--- src/sv/spi_dfps_pkg.sv ---
// ----------------------------------------------------------------------------
// SPI dataflash page sequencer package
// Shared types, codes and constants of the page sequencer.
// ----------------------------------------------------------------------------
package spi_dfps_pkg;

  localparam int unsigned PageCount  = 2048;
  localparam int unsigned PageSize   = 264;

  localparam logic [7:0] OpStatus   = 8'hD7;
  localparam logic [7:0] OpWrite    = 8'h82;
  localparam logic [7:0] OpRead     = 8'hE8;
  localparam logic [7:0] ReadyBit   = 8'h80;
  localparam logic [8:0] OffsetHigh = 9'h100;

  localparam int unsigned MaxResults = 3;
  localparam int unsigned QueueDepth = 4;
  localparam int unsigned QueuePtrW  = $clog2(QueueDepth);
  localparam int unsigned QueueCntW  = $clog2(QueueDepth + 1);

  typedef enum logic [1:0] {
    CmdRead  = 2'd0,
    CmdWrite = 2'd1,
    CmdWdata = 2'd2,
    CmdRxByte = 2'd3
  } cmd_e;

  typedef enum logic [2:0] {
    KindSend   = 3'd0,
    KindDesel  = 3'd1,
    KindData   = 3'd2,
    KindDone   = 3'd3,
    KindReject = 3'd4
  } kind_e;

  typedef enum logic [6:0] {
    PhIdle     = 7'b0000001,
    PhPollCmd  = 7'b0000010,
    PhPollStat = 7'b0000100,
    PhHeader   = 7'b0001000,
    PhRdata    = 7'b0010000,
    PhWwait    = 7'b0100000,
    PhWdata    = 7'b1000000
  } phase_e;

  typedef struct packed {
    cmd_e        command;
    logic [10:0] page;
    logic [8:0]  offset;
    logic [15:0] length;
    logic [7:0]  byte_value;
  } in_t;

  typedef struct packed {
    kind_e      kind;
    logic [7:0] out_byte;
    logic       last;
  } res_t;

  typedef struct packed {
    logic [1:0]                cnt;
    res_t [MaxResults-1:0]     res;
  } push_t;

  function automatic logic [7:0] header_byte(input logic        is_write,
                                             input logic [10:0] page,
                                             input logic [8:0]  offset,
                                             input logic [2:0]  idx);
    logic [7:0] b;
    case (idx)
      3'd0:    b = is_write ? OpWrite : OpRead;
      3'd1:    b = {4'd0, page[10:7]};
      3'd2:    b = {page[6:0], |(offset & OffsetHigh)};
      3'd3:    b = offset[7:0];
      default: b = 8'd0;
    endcase
    return b;
  endfunction

endpackage

--- src/sv/spi_dfps_core.sv ---
// ----------------------------------------------------------------------------
// SPI dataflash page sequencer core
// Holds the sequence state and turns one input beat into up to three results.
// ----------------------------------------------------------------------------
module spi_dfps_core (
  input  logic               clk_i,
  input  logic               rst_ni,
  input  logic               accept_i,
  input  spi_dfps_pkg::in_t  in_data_i,
  output spi_dfps_pkg::push_t push_o
);

  spi_dfps_pkg::phase_e phase_q, phase_d;
  logic        is_write_q, is_write_d;
  logic [10:0] page_q, page_d;
  logic [8:0]  offset_q, offset_d;
  logic [15:0] left_q, left_d;
  logic [2:0]  hcount_q, hcount_d;

  spi_dfps_pkg::res_t [spi_dfps_pkg::MaxResults-1:0] res;
  logic [1:0] n;
  logic [2:0] hnext;
  logic [15:0] left_dec;
  logic        range_bad;

  assign hnext     = hcount_q + 3'd1;
  assign left_dec  = left_q - 16'd1;
  assign range_bad = (32'(in_data_i.page) >= spi_dfps_pkg::PageCount) ||
                     (32'(in_data_i.offset) >= spi_dfps_pkg::PageSize);

  always_comb begin
    phase_d    = phase_q;
    is_write_d = is_write_q;
    page_d     = page_q;
    offset_d   = offset_q;
    left_d     = left_q;
    hcount_d   = hcount_q;
    res        = '0;
    n          = 2'd0;
    if (accept_i) begin
      unique case (in_data_i.command) inside
        spi_dfps_pkg::CmdRead, spi_dfps_pkg::CmdWrite: begin
          if (phase_q != spi_dfps_pkg::PhIdle || range_bad) begin
            res[n] = '{spi_dfps_pkg::KindReject, 8'd0, 1'b0};
            n = n + 2'd1;
          end else begin
            is_write_d = (in_data_i.command == spi_dfps_pkg::CmdWrite);
            page_d     = in_data_i.page;
            offset_d   = in_data_i.offset;
            left_d     = in_data_i.length;
            hcount_d   = 3'd0;
            if (in_data_i.command == spi_dfps_pkg::CmdRead) begin
              phase_d = spi_dfps_pkg::PhPollCmd;
              res[n] = '{spi_dfps_pkg::KindSend, spi_dfps_pkg::OpStatus, 1'b0};
              n = n + 2'd1;
            end else begin
              phase_d = spi_dfps_pkg::PhHeader;
              res[n] = '{spi_dfps_pkg::KindSend, spi_dfps_pkg::OpWrite, 1'b0};
              n = n + 2'd1;
            end
          end
        end
        spi_dfps_pkg::CmdWdata: begin
          if (phase_q == spi_dfps_pkg::PhWwait) begin
            phase_d = spi_dfps_pkg::PhWdata;
            res[n] = '{spi_dfps_pkg::KindSend, in_data_i.byte_value, 1'b0};
            n = n + 2'd1;
          end
        end
        default: begin
          unique case (phase_q)
            spi_dfps_pkg::PhPollCmd: begin
              phase_d = spi_dfps_pkg::PhPollStat;
              res[n] = '{spi_dfps_pkg::KindSend, 8'd0, 1'b0};
              n = n + 2'd1;
            end
            spi_dfps_pkg::PhPollStat: begin
              res[n] = '{spi_dfps_pkg::KindDesel, 8'd0, 1'b0};
              n = n + 2'd1;
              if ((in_data_i.byte_value & spi_dfps_pkg::ReadyBit) == 8'd0) begin
                phase_d = spi_dfps_pkg::PhPollCmd;
                res[n] = '{spi_dfps_pkg::KindSend, spi_dfps_pkg::OpStatus, 1'b0};
                n = n + 2'd1;
              end else if (is_write_q) begin
                phase_d = spi_dfps_pkg::PhIdle;
                res[n] = '{spi_dfps_pkg::KindDone, 8'd0, 1'b0};
                n = n + 2'd1;
              end else begin
                phase_d  = spi_dfps_pkg::PhHeader;
                hcount_d = 3'd0;
                res[n] = '{spi_dfps_pkg::KindSend, spi_dfps_pkg::OpRead, 1'b0};
                n = n + 2'd1;
              end
            end
            spi_dfps_pkg::PhHeader: begin
              hcount_d = hnext;
              if (hnext != 3'd0 && (!is_write_q || hnext < 3'd4)) begin
                res[n] = '{spi_dfps_pkg::KindSend,
                           spi_dfps_pkg::header_byte(is_write_q, page_q, offset_q, hnext),
                           1'b0};
                n = n + 2'd1;
              end else if (left_q != 16'd0) begin
                if (is_write_q) begin
                  phase_d = spi_dfps_pkg::PhWwait;
                end else begin
                  phase_d = spi_dfps_pkg::PhRdata;
                  res[n] = '{spi_dfps_pkg::KindSend, 8'd0, 1'b0};
                  n = n + 2'd1;
                end
              end else if (is_write_q) begin
                phase_d = spi_dfps_pkg::PhPollCmd;
                res[n] = '{spi_dfps_pkg::KindDesel, 8'd0, 1'b0};
                n = n + 2'd1;
                res[n] = '{spi_dfps_pkg::KindSend, spi_dfps_pkg::OpStatus, 1'b0};
                n = n + 2'd1;
              end else begin
                phase_d = spi_dfps_pkg::PhIdle;
                res[n] = '{spi_dfps_pkg::KindDesel, 8'd0, 1'b0};
                n = n + 2'd1;
                res[n] = '{spi_dfps_pkg::KindDone, 8'd0, 1'b0};
                n = n + 2'd1;
              end
            end
            spi_dfps_pkg::PhRdata: begin
              left_d = left_dec;
              res[n] = '{spi_dfps_pkg::KindData, in_data_i.byte_value, 1'b0};
              n = n + 2'd1;
              if (left_dec != 16'd0) begin
                res[n] = '{spi_dfps_pkg::KindSend, 8'd0, 1'b0};
                n = n + 2'd1;
              end else begin
                phase_d = spi_dfps_pkg::PhIdle;
                res[n] = '{spi_dfps_pkg::KindDesel, 8'd0, 1'b0};
                n = n + 2'd1;
                res[n] = '{spi_dfps_pkg::KindDone, 8'd0, 1'b0};
                n = n + 2'd1;
              end
            end
            spi_dfps_pkg::PhWdata: begin
              left_d = left_dec;
              if (left_dec != 16'd0) begin
                phase_d = spi_dfps_pkg::PhWwait;
              end else begin
                phase_d = spi_dfps_pkg::PhPollCmd;
                res[n] = '{spi_dfps_pkg::KindDesel, 8'd0, 1'b0};
                n = n + 2'd1;
                res[n] = '{spi_dfps_pkg::KindSend, spi_dfps_pkg::OpStatus, 1'b0};
                n = n + 2'd1;
              end
            end
            default: begin
            end
          endcase
        end
      endcase
      if (n != 2'd0) begin
        res[n - 2'd1].last = 1'b1;
      end
    end
  end

  assign push_o.cnt = n;
  assign push_o.res = res;

  always_ff @(posedge clk_i or negedge rst_ni) begin
    if (!rst_ni) begin
      phase_q    <= spi_dfps_pkg::PhIdle;
      is_write_q <= 1'b0;
      page_q     <= '0;
      offset_q   <= '0;
      left_q     <= '0;
      hcount_q   <= '0;
    end else begin
      phase_q    <= phase_d;
      is_write_q <= is_write_d;
      page_q     <= page_d;
      offset_q   <= offset_d;
      left_q     <= left_d;
      hcount_q   <= hcount_d;
    end
  end

endmodule

--- src/sv/spi_dfps_queue.sv ---
// ----------------------------------------------------------------------------
// SPI dataflash page sequencer result queue
// Takes up to three results in a cycle and hands them out one beat at a time.
// ----------------------------------------------------------------------------
module spi_dfps_queue (
  input  logic                 clk_i,
  input  logic                 rst_ni,
  input  spi_dfps_pkg::push_t  push_i,
  output logic                 room_o,
  output logic                 out_valid_o,
  input  logic                 out_ready_i,
  output spi_dfps_pkg::res_t   out_data_o
);

  spi_dfps_pkg::res_t [spi_dfps_pkg::QueueDepth-1:0] mem_q;
  logic [spi_dfps_pkg::QueuePtrW-1:0] wr_ptr_q, wr_ptr_d, rd_ptr_q, rd_ptr_d;
  logic [spi_dfps_pkg::QueueCntW-1:0] count_q, count_d;
  logic pop;

  assign out_valid_o = (count_q != '0);
  assign out_data_o  = mem_q[rd_ptr_q];
  assign pop         = out_valid_o & out_ready_i;
  assign room_o      = (32'(count_q) + spi_dfps_pkg::MaxResults <= spi_dfps_pkg::QueueDepth);

  assign wr_ptr_d = wr_ptr_q + spi_dfps_pkg::QueuePtrW'(push_i.cnt);
  assign rd_ptr_d = rd_ptr_q + spi_dfps_pkg::QueuePtrW'(pop);
  assign count_d  = count_q + spi_dfps_pkg::QueueCntW'(push_i.cnt)
                  - spi_dfps_pkg::QueueCntW'(pop);

  always_ff @(posedge clk_i) begin
    for (int i = 0; i < spi_dfps_pkg::MaxResults; i++) begin
      if (2'(i) < push_i.cnt) begin
        mem_q[wr_ptr_q + spi_dfps_pkg::QueuePtrW'(i)] <= push_i.res[i];
      end
    end
  end

  always_ff @(posedge clk_i or negedge rst_ni) begin
    if (!rst_ni) begin
      wr_ptr_q <= '0;
      rd_ptr_q <= '0;
      count_q  <= '0;
    end else begin
      wr_ptr_q <= wr_ptr_d;
      rd_ptr_q <= rd_ptr_d;
      count_q  <= count_d;
    end
  end

endmodule

--- src/sv/spi_dataflash_page_sequencer_unit.sv ---
// ----------------------------------------------------------------------------
// SPI dataflash page sequencer
// Turns page read and write requests into SPI bytes, driven by received bytes.
// ----------------------------------------------------------------------------
//  Channel  Direction  Handshake               Beat
//  in       input      in_valid_i/in_ready_o   request, write byte or rx byte
//  out      output     out_valid_o/out_ready_i send, deselect, data, done, reject
//
// An input beat updates the state in the cycle it is accepted and queues its
// zero to three results, which leave one per cycle while out_ready_i is high.
// The input is ready whenever the four-entry result queue has room for three.
// Reset returns the sequencer to idle and empties the queue.
// ----------------------------------------------------------------------------
module spi_dataflash_page_sequencer_unit (
  input  logic               clk_i,
  input  logic               rst_ni,
  input  logic               in_valid_i,
  output logic               in_ready_o,
  input  spi_dfps_pkg::in_t  in_data_i,
  output logic               out_valid_o,
  input  logic               out_ready_i,
  output spi_dfps_pkg::res_t out_data_o
);

  spi_dfps_pkg::push_t push;
  logic room;

  assign in_ready_o = room;

  spi_dfps_core u_core (
    .clk_i     (clk_i),
    .rst_ni    (rst_ni),
    .accept_i  (in_valid_i & room),
    .in_data_i (in_data_i),
    .push_o    (push)
  );

  spi_dfps_queue u_queue (
    .clk_i       (clk_i),
    .rst_ni      (rst_ni),
    .push_i      (push),
    .room_o      (room),
    .out_valid_o (out_valid_o),
    .out_ready_i (out_ready_i),
    .out_data_o  (out_data_o)
  );

endmodule

--- config.mk ---
export PLATFORM = sky130hd
export DESIGN_NAME = spi_dataflash_page_sequencer_unit
export DESIGN_NICKNAME = d
export VERILOG_FILES = /design/src/sv/spi_dfps_pkg.sv /design/src/sv/spi_dfps_core.sv /design/src/sv/spi_dfps_queue.sv /design/src/sv/spi_dataflash_page_sequencer_unit.sv
export SDC_FILE = /design/constraint.sdc
export NUM_CORES = 1
export LEC_CHECK = 0
export ABC_AREA = 1
export BUFFER_PORTS_ARGS = -buffer_cell sky130_fd_sc_hd__buf_2
export CAP_MARGIN = 15
export CORE_MARGIN = 4
export CORE_UTILIZATION = 50
export DETAILED_ROUTE_END_ITERATION = 12
export PLACE_DENSITY = 0.69
export REMOVE_ABC_BUFFERS = 1
export SLEW_MARGIN = 20
export SYNTH_ARGS = -nofsm -noshare
export SYNTH_HDL_FRONTEND = slang
export SYNTH_HIERARCHICAL = 1
export SYNTH_SLANG_ARGS = --single-unit
--- constraint.sdc ---
create_clock -name clk_i -period 9.3 [get_ports clk_i]
set_input_delay 0.465 -clock clk_i [delete_from_list [all_inputs] [get_ports clk_i]]
set_output_delay 0.465 -clock clk_i [all_outputs]
set_load 0.01 [all_outputs]
Yosys cells after proc, flatten, opt, wreduce, memory -nomap -nowiden
Index checks and enable logic that the tools add are counted.

Add/sub/neg operators: 10. Bitwise logic cells: 4. Reduce and logical (&&, ||, !) cells: 26. Eq/ne operators: 18. Magnitude comparators: 15. Multiplexer cells: 72.

Operator list (number): 48-bit bitwise mux (3); 48-bit two-way mux (3); 12-bit two-way mux (11); 12-bit demux with 2-bit select (4); 12-bit case mux with 4 select lines (2); 36-bit two-way mux (2); 7-bit two-way mux (7); 23-bit two-way mux (2); 36-bit bitwise mux (1); 7-bit case mux with 5 select lines (1); 11-bit two-way mux (3); 32-bit by 3-bit <= comparator with 1-bit output, second input constant (1); 16-bit two-way mux (2); 16-bit case mux with 2 select lines (1); 8-bit case mux with 4 select lines (1); 16-bit nonzero test (2); 12-bit binary-select mux with 2-bit select (1); 24-bit two-way mux (1); 12-bit case mux with 2 select lines (1); 21-bit two-way mux (1); 16-bit by 1-bit subtractor with 16-bit output, second input constant (1); 2-bit by 3-bit < comparator with 1-bit output, second input constant (5); 7-bit case mux with 2 select lines (1); 2-bit two-way mux (6); 54 further kinds (82).

Word-level logic and storage cells: 166. Output and inout bits: 14. Register bits: 102.

Logic depth before layout (Yosys ltp)
Depth after elaboration: 22. Depth in mapped cells: 24. Gate-level depth less buffers: 22.

Hierarchy
Netlist, hierarchy kept.

By module, submodules not included: spi_dfps_core (sequential area each 1177.4 sq um, area each 3598.5 sq um, cells each 521, times used 1); spi_dfps_queue (sequential area each 1136.1 sq um, area each 3549.7 sq um, cells each 594, times used 1); spi_dataflash_page_sequencer_unit (sequential area each 0.0 sq um, area each 7.5 sq um, cells each 2, times used 1).

Worst setup path after synthesis
Ideal clock, no wire load.

Kind: reg-to-reg. From: reg u_core.left_q[0]. To: reg u_queue/count_q[2] (netlist name). Setup slack: 6.230 ns. Clock period less this slack: 3.070 ns. Buffers on the path: 1. Arrival time: 2.941 ns. Cell stages (with the launch flop): 19. Library setup time: 0.129 ns. Path through: dfrtp_1 inv_1 ha_1 nand2_2 o21ai_1 nand2_1 nor2_2 nand2_2 nor2_4 nand3_1 nand3_1 nand3_1 inv_1 buf_4 inv_2 ha_1 fa_1 xnor2_1 xor2_1.

RTL lines: start: declaration (RTL line spi_dfps_core.sv:17) `logic [15:0] left_q, left_d;`; start signal: assignment (RTL line spi_dfps_core.sv:178) `left_q <= left_d;`; end signal: assignment (RTL line spi_dfps_queue.sv:46) `count_q <= count_d;`; end: declaration (RTL line spi_dfps_queue.sv:17) `logic [spi_dfps_pkg::QueueCntW-1:0] count_q, count_d;`.

==> flow_metrics.py <==
metrics = {
    "finish": {
        "layout-area-overhead-vs-synth_pct": 7.309,
        "num-fill-cells": 1426,
        "fin_util": 0.5510,
        "multi_input_comb_area_um2": 4183,
        "diodes": 0,
        "non_filler_cells_in_the_finished_layout": 1321,
        "layout_common_cells": "333 x nand2_1, 160 x nor2_1, 127 x nand3_1, 83 x inv_1, 63 x buf_2",
        "drive_gt1_frac": 0.1288,
        "layout.cells.most_common": "nand2_1",
        "sequential_cell_area_um2": 2313,
        "final_net_count": 1197,
    },
    "yosys": {
        "synth.lib_cells_used.distinct": 46,
        "synth_edf_count": 0,
        "synth_seq_cells": 102,
        "synth_cells": 1117,
        "synth.yosys.warnings": 6,
        "synthesis.area_per_instance_um2": 6.406,
        "synth-async-reset-ratio": 0.5294,
        "ys_seq_area_frac": 0.3233,
        "synth_largest_area_cell": "dfrtp_1",
        "share_of_yosys_cell_area_claimed_by_the_top_area_cell_type": 0.1853,
        "synth_ff_type": "dfrtp_1",
        "mapped_area_um2": 7156,
        "ys_top_cells_by_area": "dfrtp_1 19%, nand2_1 17%, dfxtp_1 13%, nand3_1 8.9%, nor2_1 8.4%",
    },
    "run": {
        "max_cap_violations": 0,
    },
    "floorplanning": {
        "start_util": 0.5135,
        "fp.dieW_um": 127.6,
        "floorplan.die_area_um2": 16290,
        "std_cell_rows": 43,
        "fp.coreArea_um2": 13930,
        "ioPinCount": 64,
        "chipHeight_um": 127.6,
    },
    "worst_setup_path": {
        "timing.critical_path.from_type": "flop",
        "timing.critical_path.max_delay_family": "simple AND/OR/NAND/NOR gates",
        "critical_path_peak_fanout": 25,
        "critPathMaxStageDelay_ps": 1010,
        "worst-endpoint-arrival_ps": 4750,
        "critPathBufInv": 2,
        "crit_start": "u_core/phase_q[4]$_DFFE_PN0P_",
        "r2r-start": "u_core/phase_q[4]$_DFFE_PN0P_",
        "crit_required_ps": 9560,
        "critPathSlowestCell": "nor2_2",
        "reg2reg_depth": 15,
        "regToRegEndpoint": "u_queue/mem_q[45]$_DFF_P_",
        "worst-r2r-setup-slack_ps": 4810,
        "crit_chain": "nor2_1, nand2_1, nor4_1, buf_4, nand2_1, nor2_1, nor2_1, nand3_1, nand3_1, inv_1, nand3_2, nor2_2, nor2_1, nand2_1, nand2_1",
        "cp-end-kind": "flop",
        "path_class": "reg2reg",
    },
    "clock_network": {
        "cts_hold_repair.buffers": 0,
        "htreeDepth": 3,
        "ctsRootBufferMaster": "clkbuf_16",
        "path_clk_slew_ps": 80,
        "cts.sinks": 102,
        "clock_tree_from_tritoncts": "done",
        "cts_buffer_depth": 2,
        "cts_setup_buffers": 0,
        "numCtsBuffers": 9,
        "worst_skew_pair.late_latency_ps": 360,
        "post_cts.resized_instances": 0,
    },
    "sta": {
        "slew_at_the_pin_with_the_worst_max_slew_slack_ps": 1090,
        "hold-worst-slack_ps": 212.0,
        "maximum_clock_rate_mhz": 222.7,
        "setup_viol": 0,
        "layout_worst_path_cycle_share": 0.4829,
        "rsz_0062_raised_after_global_routing": "no",
        "slew_violations": 0,
        "hold_violations": 0,
        "tns_ps": 0,
        "finalClockSkew_ps": 10.44,
        "min_cycle_time_layout_ps": 4491,
        "timing.slew.headroom": 0.2727,
    },
    "grt": {
        "grt_first_pass_wirelength_mm": 32.35,
        "antenna_violations_before_repair": 0,
        "total_track_usage": 0.2460,
        "grt_pass1_vias": 6695,
        "grt_max_degree": 55,
        "grt_overflow": 0,
    },
    "power": {
        "pleak_nw": 3.882,
        "cellPowerDensity_nw_per_um2": 236.7,
        "total_power_mw": 1.817,
        "ir_worst_vdd_uv": 124.1,
    },
    "place": {
        "placement.io_buffers": 63,
        "detailed_place_hpwl_mm": 13.55,
        "place_congestion": 0.8947,
        "placedCellCount": 1305,
    },
    "drt": {
        "avgViaCountPerCell": 5.417,
        "vias": 7156,
        "wl_per_cell_um": 14.81,
        "routed_wl_mm": 19.56,
        "detail-route-antenna-nets": 0,
        "dr.pass1.iters": 5,
        "drt_iter0_drc": 576,
        "drc_errors": 0,
    },
    "hold_path": {
        "hold_class": "in2async",
    },
    "status": {
        "status": "finished, final reports clean",
    },
}
[cells by family (layout without fill, tap and decap cells)]
family | Yosys count | in the layout | synth area share
simple gates | 692 | 692 | 0.4219
buf+inv | 155 | 170 | 0.09687
compound gates | 134 | 134 | 0.1046
flops | 102 | 102 | 0.3233
mux | 16 | 16 | 0.02518
fa+ha+maj | 11 | 11 | 0.02028
xor+xnor | 6 | 6 | 0.007344
other cells | 1 | 10 | 0.0005241
[per-layer routing]
layer  GRT usage  up-vias  part of all wire
li1            -     3634                 -
met1      0.3192     3277              0.44
met2      0.4122      206              0.48
met3     0.03846       39             0.058
met4     0.09613        0             0.027
met5           0        -                 0
[cell usage after synthesis (2+ instances only)]
| cell type | n |
|---|---|
| nand2_1 | 333 |
| nor2_1 | 160 |
| nand3_1 | 127 |
| inv_1 | 83 |
| o21ai_0 | 56 |
| dfrtp_1 | 53 |
| dfxtp_1 | 48 |
| a21oi_1 | 42 |
| buf_2 | 23 |
| clkbuf_1 | 21 |
| buf_4 | 20 |
| mux2_2 | 16 |
| nand3b_1 | 16 |
| nand2_2 | 15 |
| o22ai_1 | 14 |
| ha_1 | 10 |
| nor2_2 | 8 |
| nand4_1 | 7 |
| nor2_4 | 7 |
| nor3_1 | 6 |
| a211oi_1 | 5 |
| inv_2 | 5 |
| nand3_2 | 4 |
| nor4_1 | 4 |
| o21ai_2 | 4 |
| xor2_1 | 4 |
| a221oi_1 | 3 |
| a31oi_1 | 2 |
| buf_1 | 2 |
| o21ai_1 | 2 |
| xnor2_1 | 2 |
[final cells by class]
type                            instances  area share
Timing Repair Buffer                   66     0.04400
Multi-Input combinational cell        869      0.5447
Tap cell                              180     0.02933
Inverter                               88     0.04302
Clock buffer                            9     0.02933
Clock inverter                          7    0.008310
Sequential cell                       102      0.3013
[worst max path at each step]
| stage | to | slack, ps | depth (start not counted) |
|---|---|---|---|
| 6_report | u_queue/mem_q[45]$_DFF_P_ | 4810 | 15 |
| 5_1_grt | u_queue/mem_q[39]$_DFF_P_ | 4280 | 17 |
| 4_1_cts | u_queue/mem_q[45]$_DFF_P_ | 4830 | 15 |
| 3_5_place_dp | u_queue/mem_q[45]$_DFF_P_ | 4840 | 15 |
| 3_3_place_gp | u_queue/mem_q[39]$_DFF_P_ | 4970 | 20 |
| 2_1_floorplan | u_queue/mem_q[0]$_DFF_P_ | 5620 | 16 |
[registers in the layout, indices dropped and copies added (netlist names)]
name               count
u_core/is_write_q      1
u_queue/wr_ptr_q       2
u_core/hcount_q        3
u_core/offset_q        9
u_core/page_q         11
u_queue/count_q        3
u_queue/mem_q         48
u_queue/rd_ptr_q       2
u_core/left_q         16
u_core/phase_q         7
[worst register-to-register path, cell delays in order, from the launching register on]
cell     delay, ps
dfrtp_1        450
nor2_1         110
nand2_1         80
nor4_1         600
buf_4          270
nand2_1         80
nor2_1         130
nor2_1          70
nand3_1        100
nand3_1         90
inv_1          490
nand3_2        620
nor2_2        1010
nor2_1         130
nand2_1        100
nand2_1         50
[power by group]
group | leakage (nW) | internal, mW | switching [mW]
Sequential | 1.10 | 0.547 | 0.122
Clock | 0.143 | 0.188 | 0.191
Combinational | 2.64 | 0.267 | 0.501
Total | 3.88 | 1.00 | 0.815
[through the flow]
stage | cell area, µm² | worst slack, ps
3_3_place_gp | 7390 | 4974
4_1_cts | 7679 | 4832
3_5_place_dp | 7390 | 4843
6_report | 7679 | 4809
5_1_grt | 7679 | 4276
2_1_floorplan | 6827 | 5625
No activity file was read; power rests on OpenSTA's default activity.
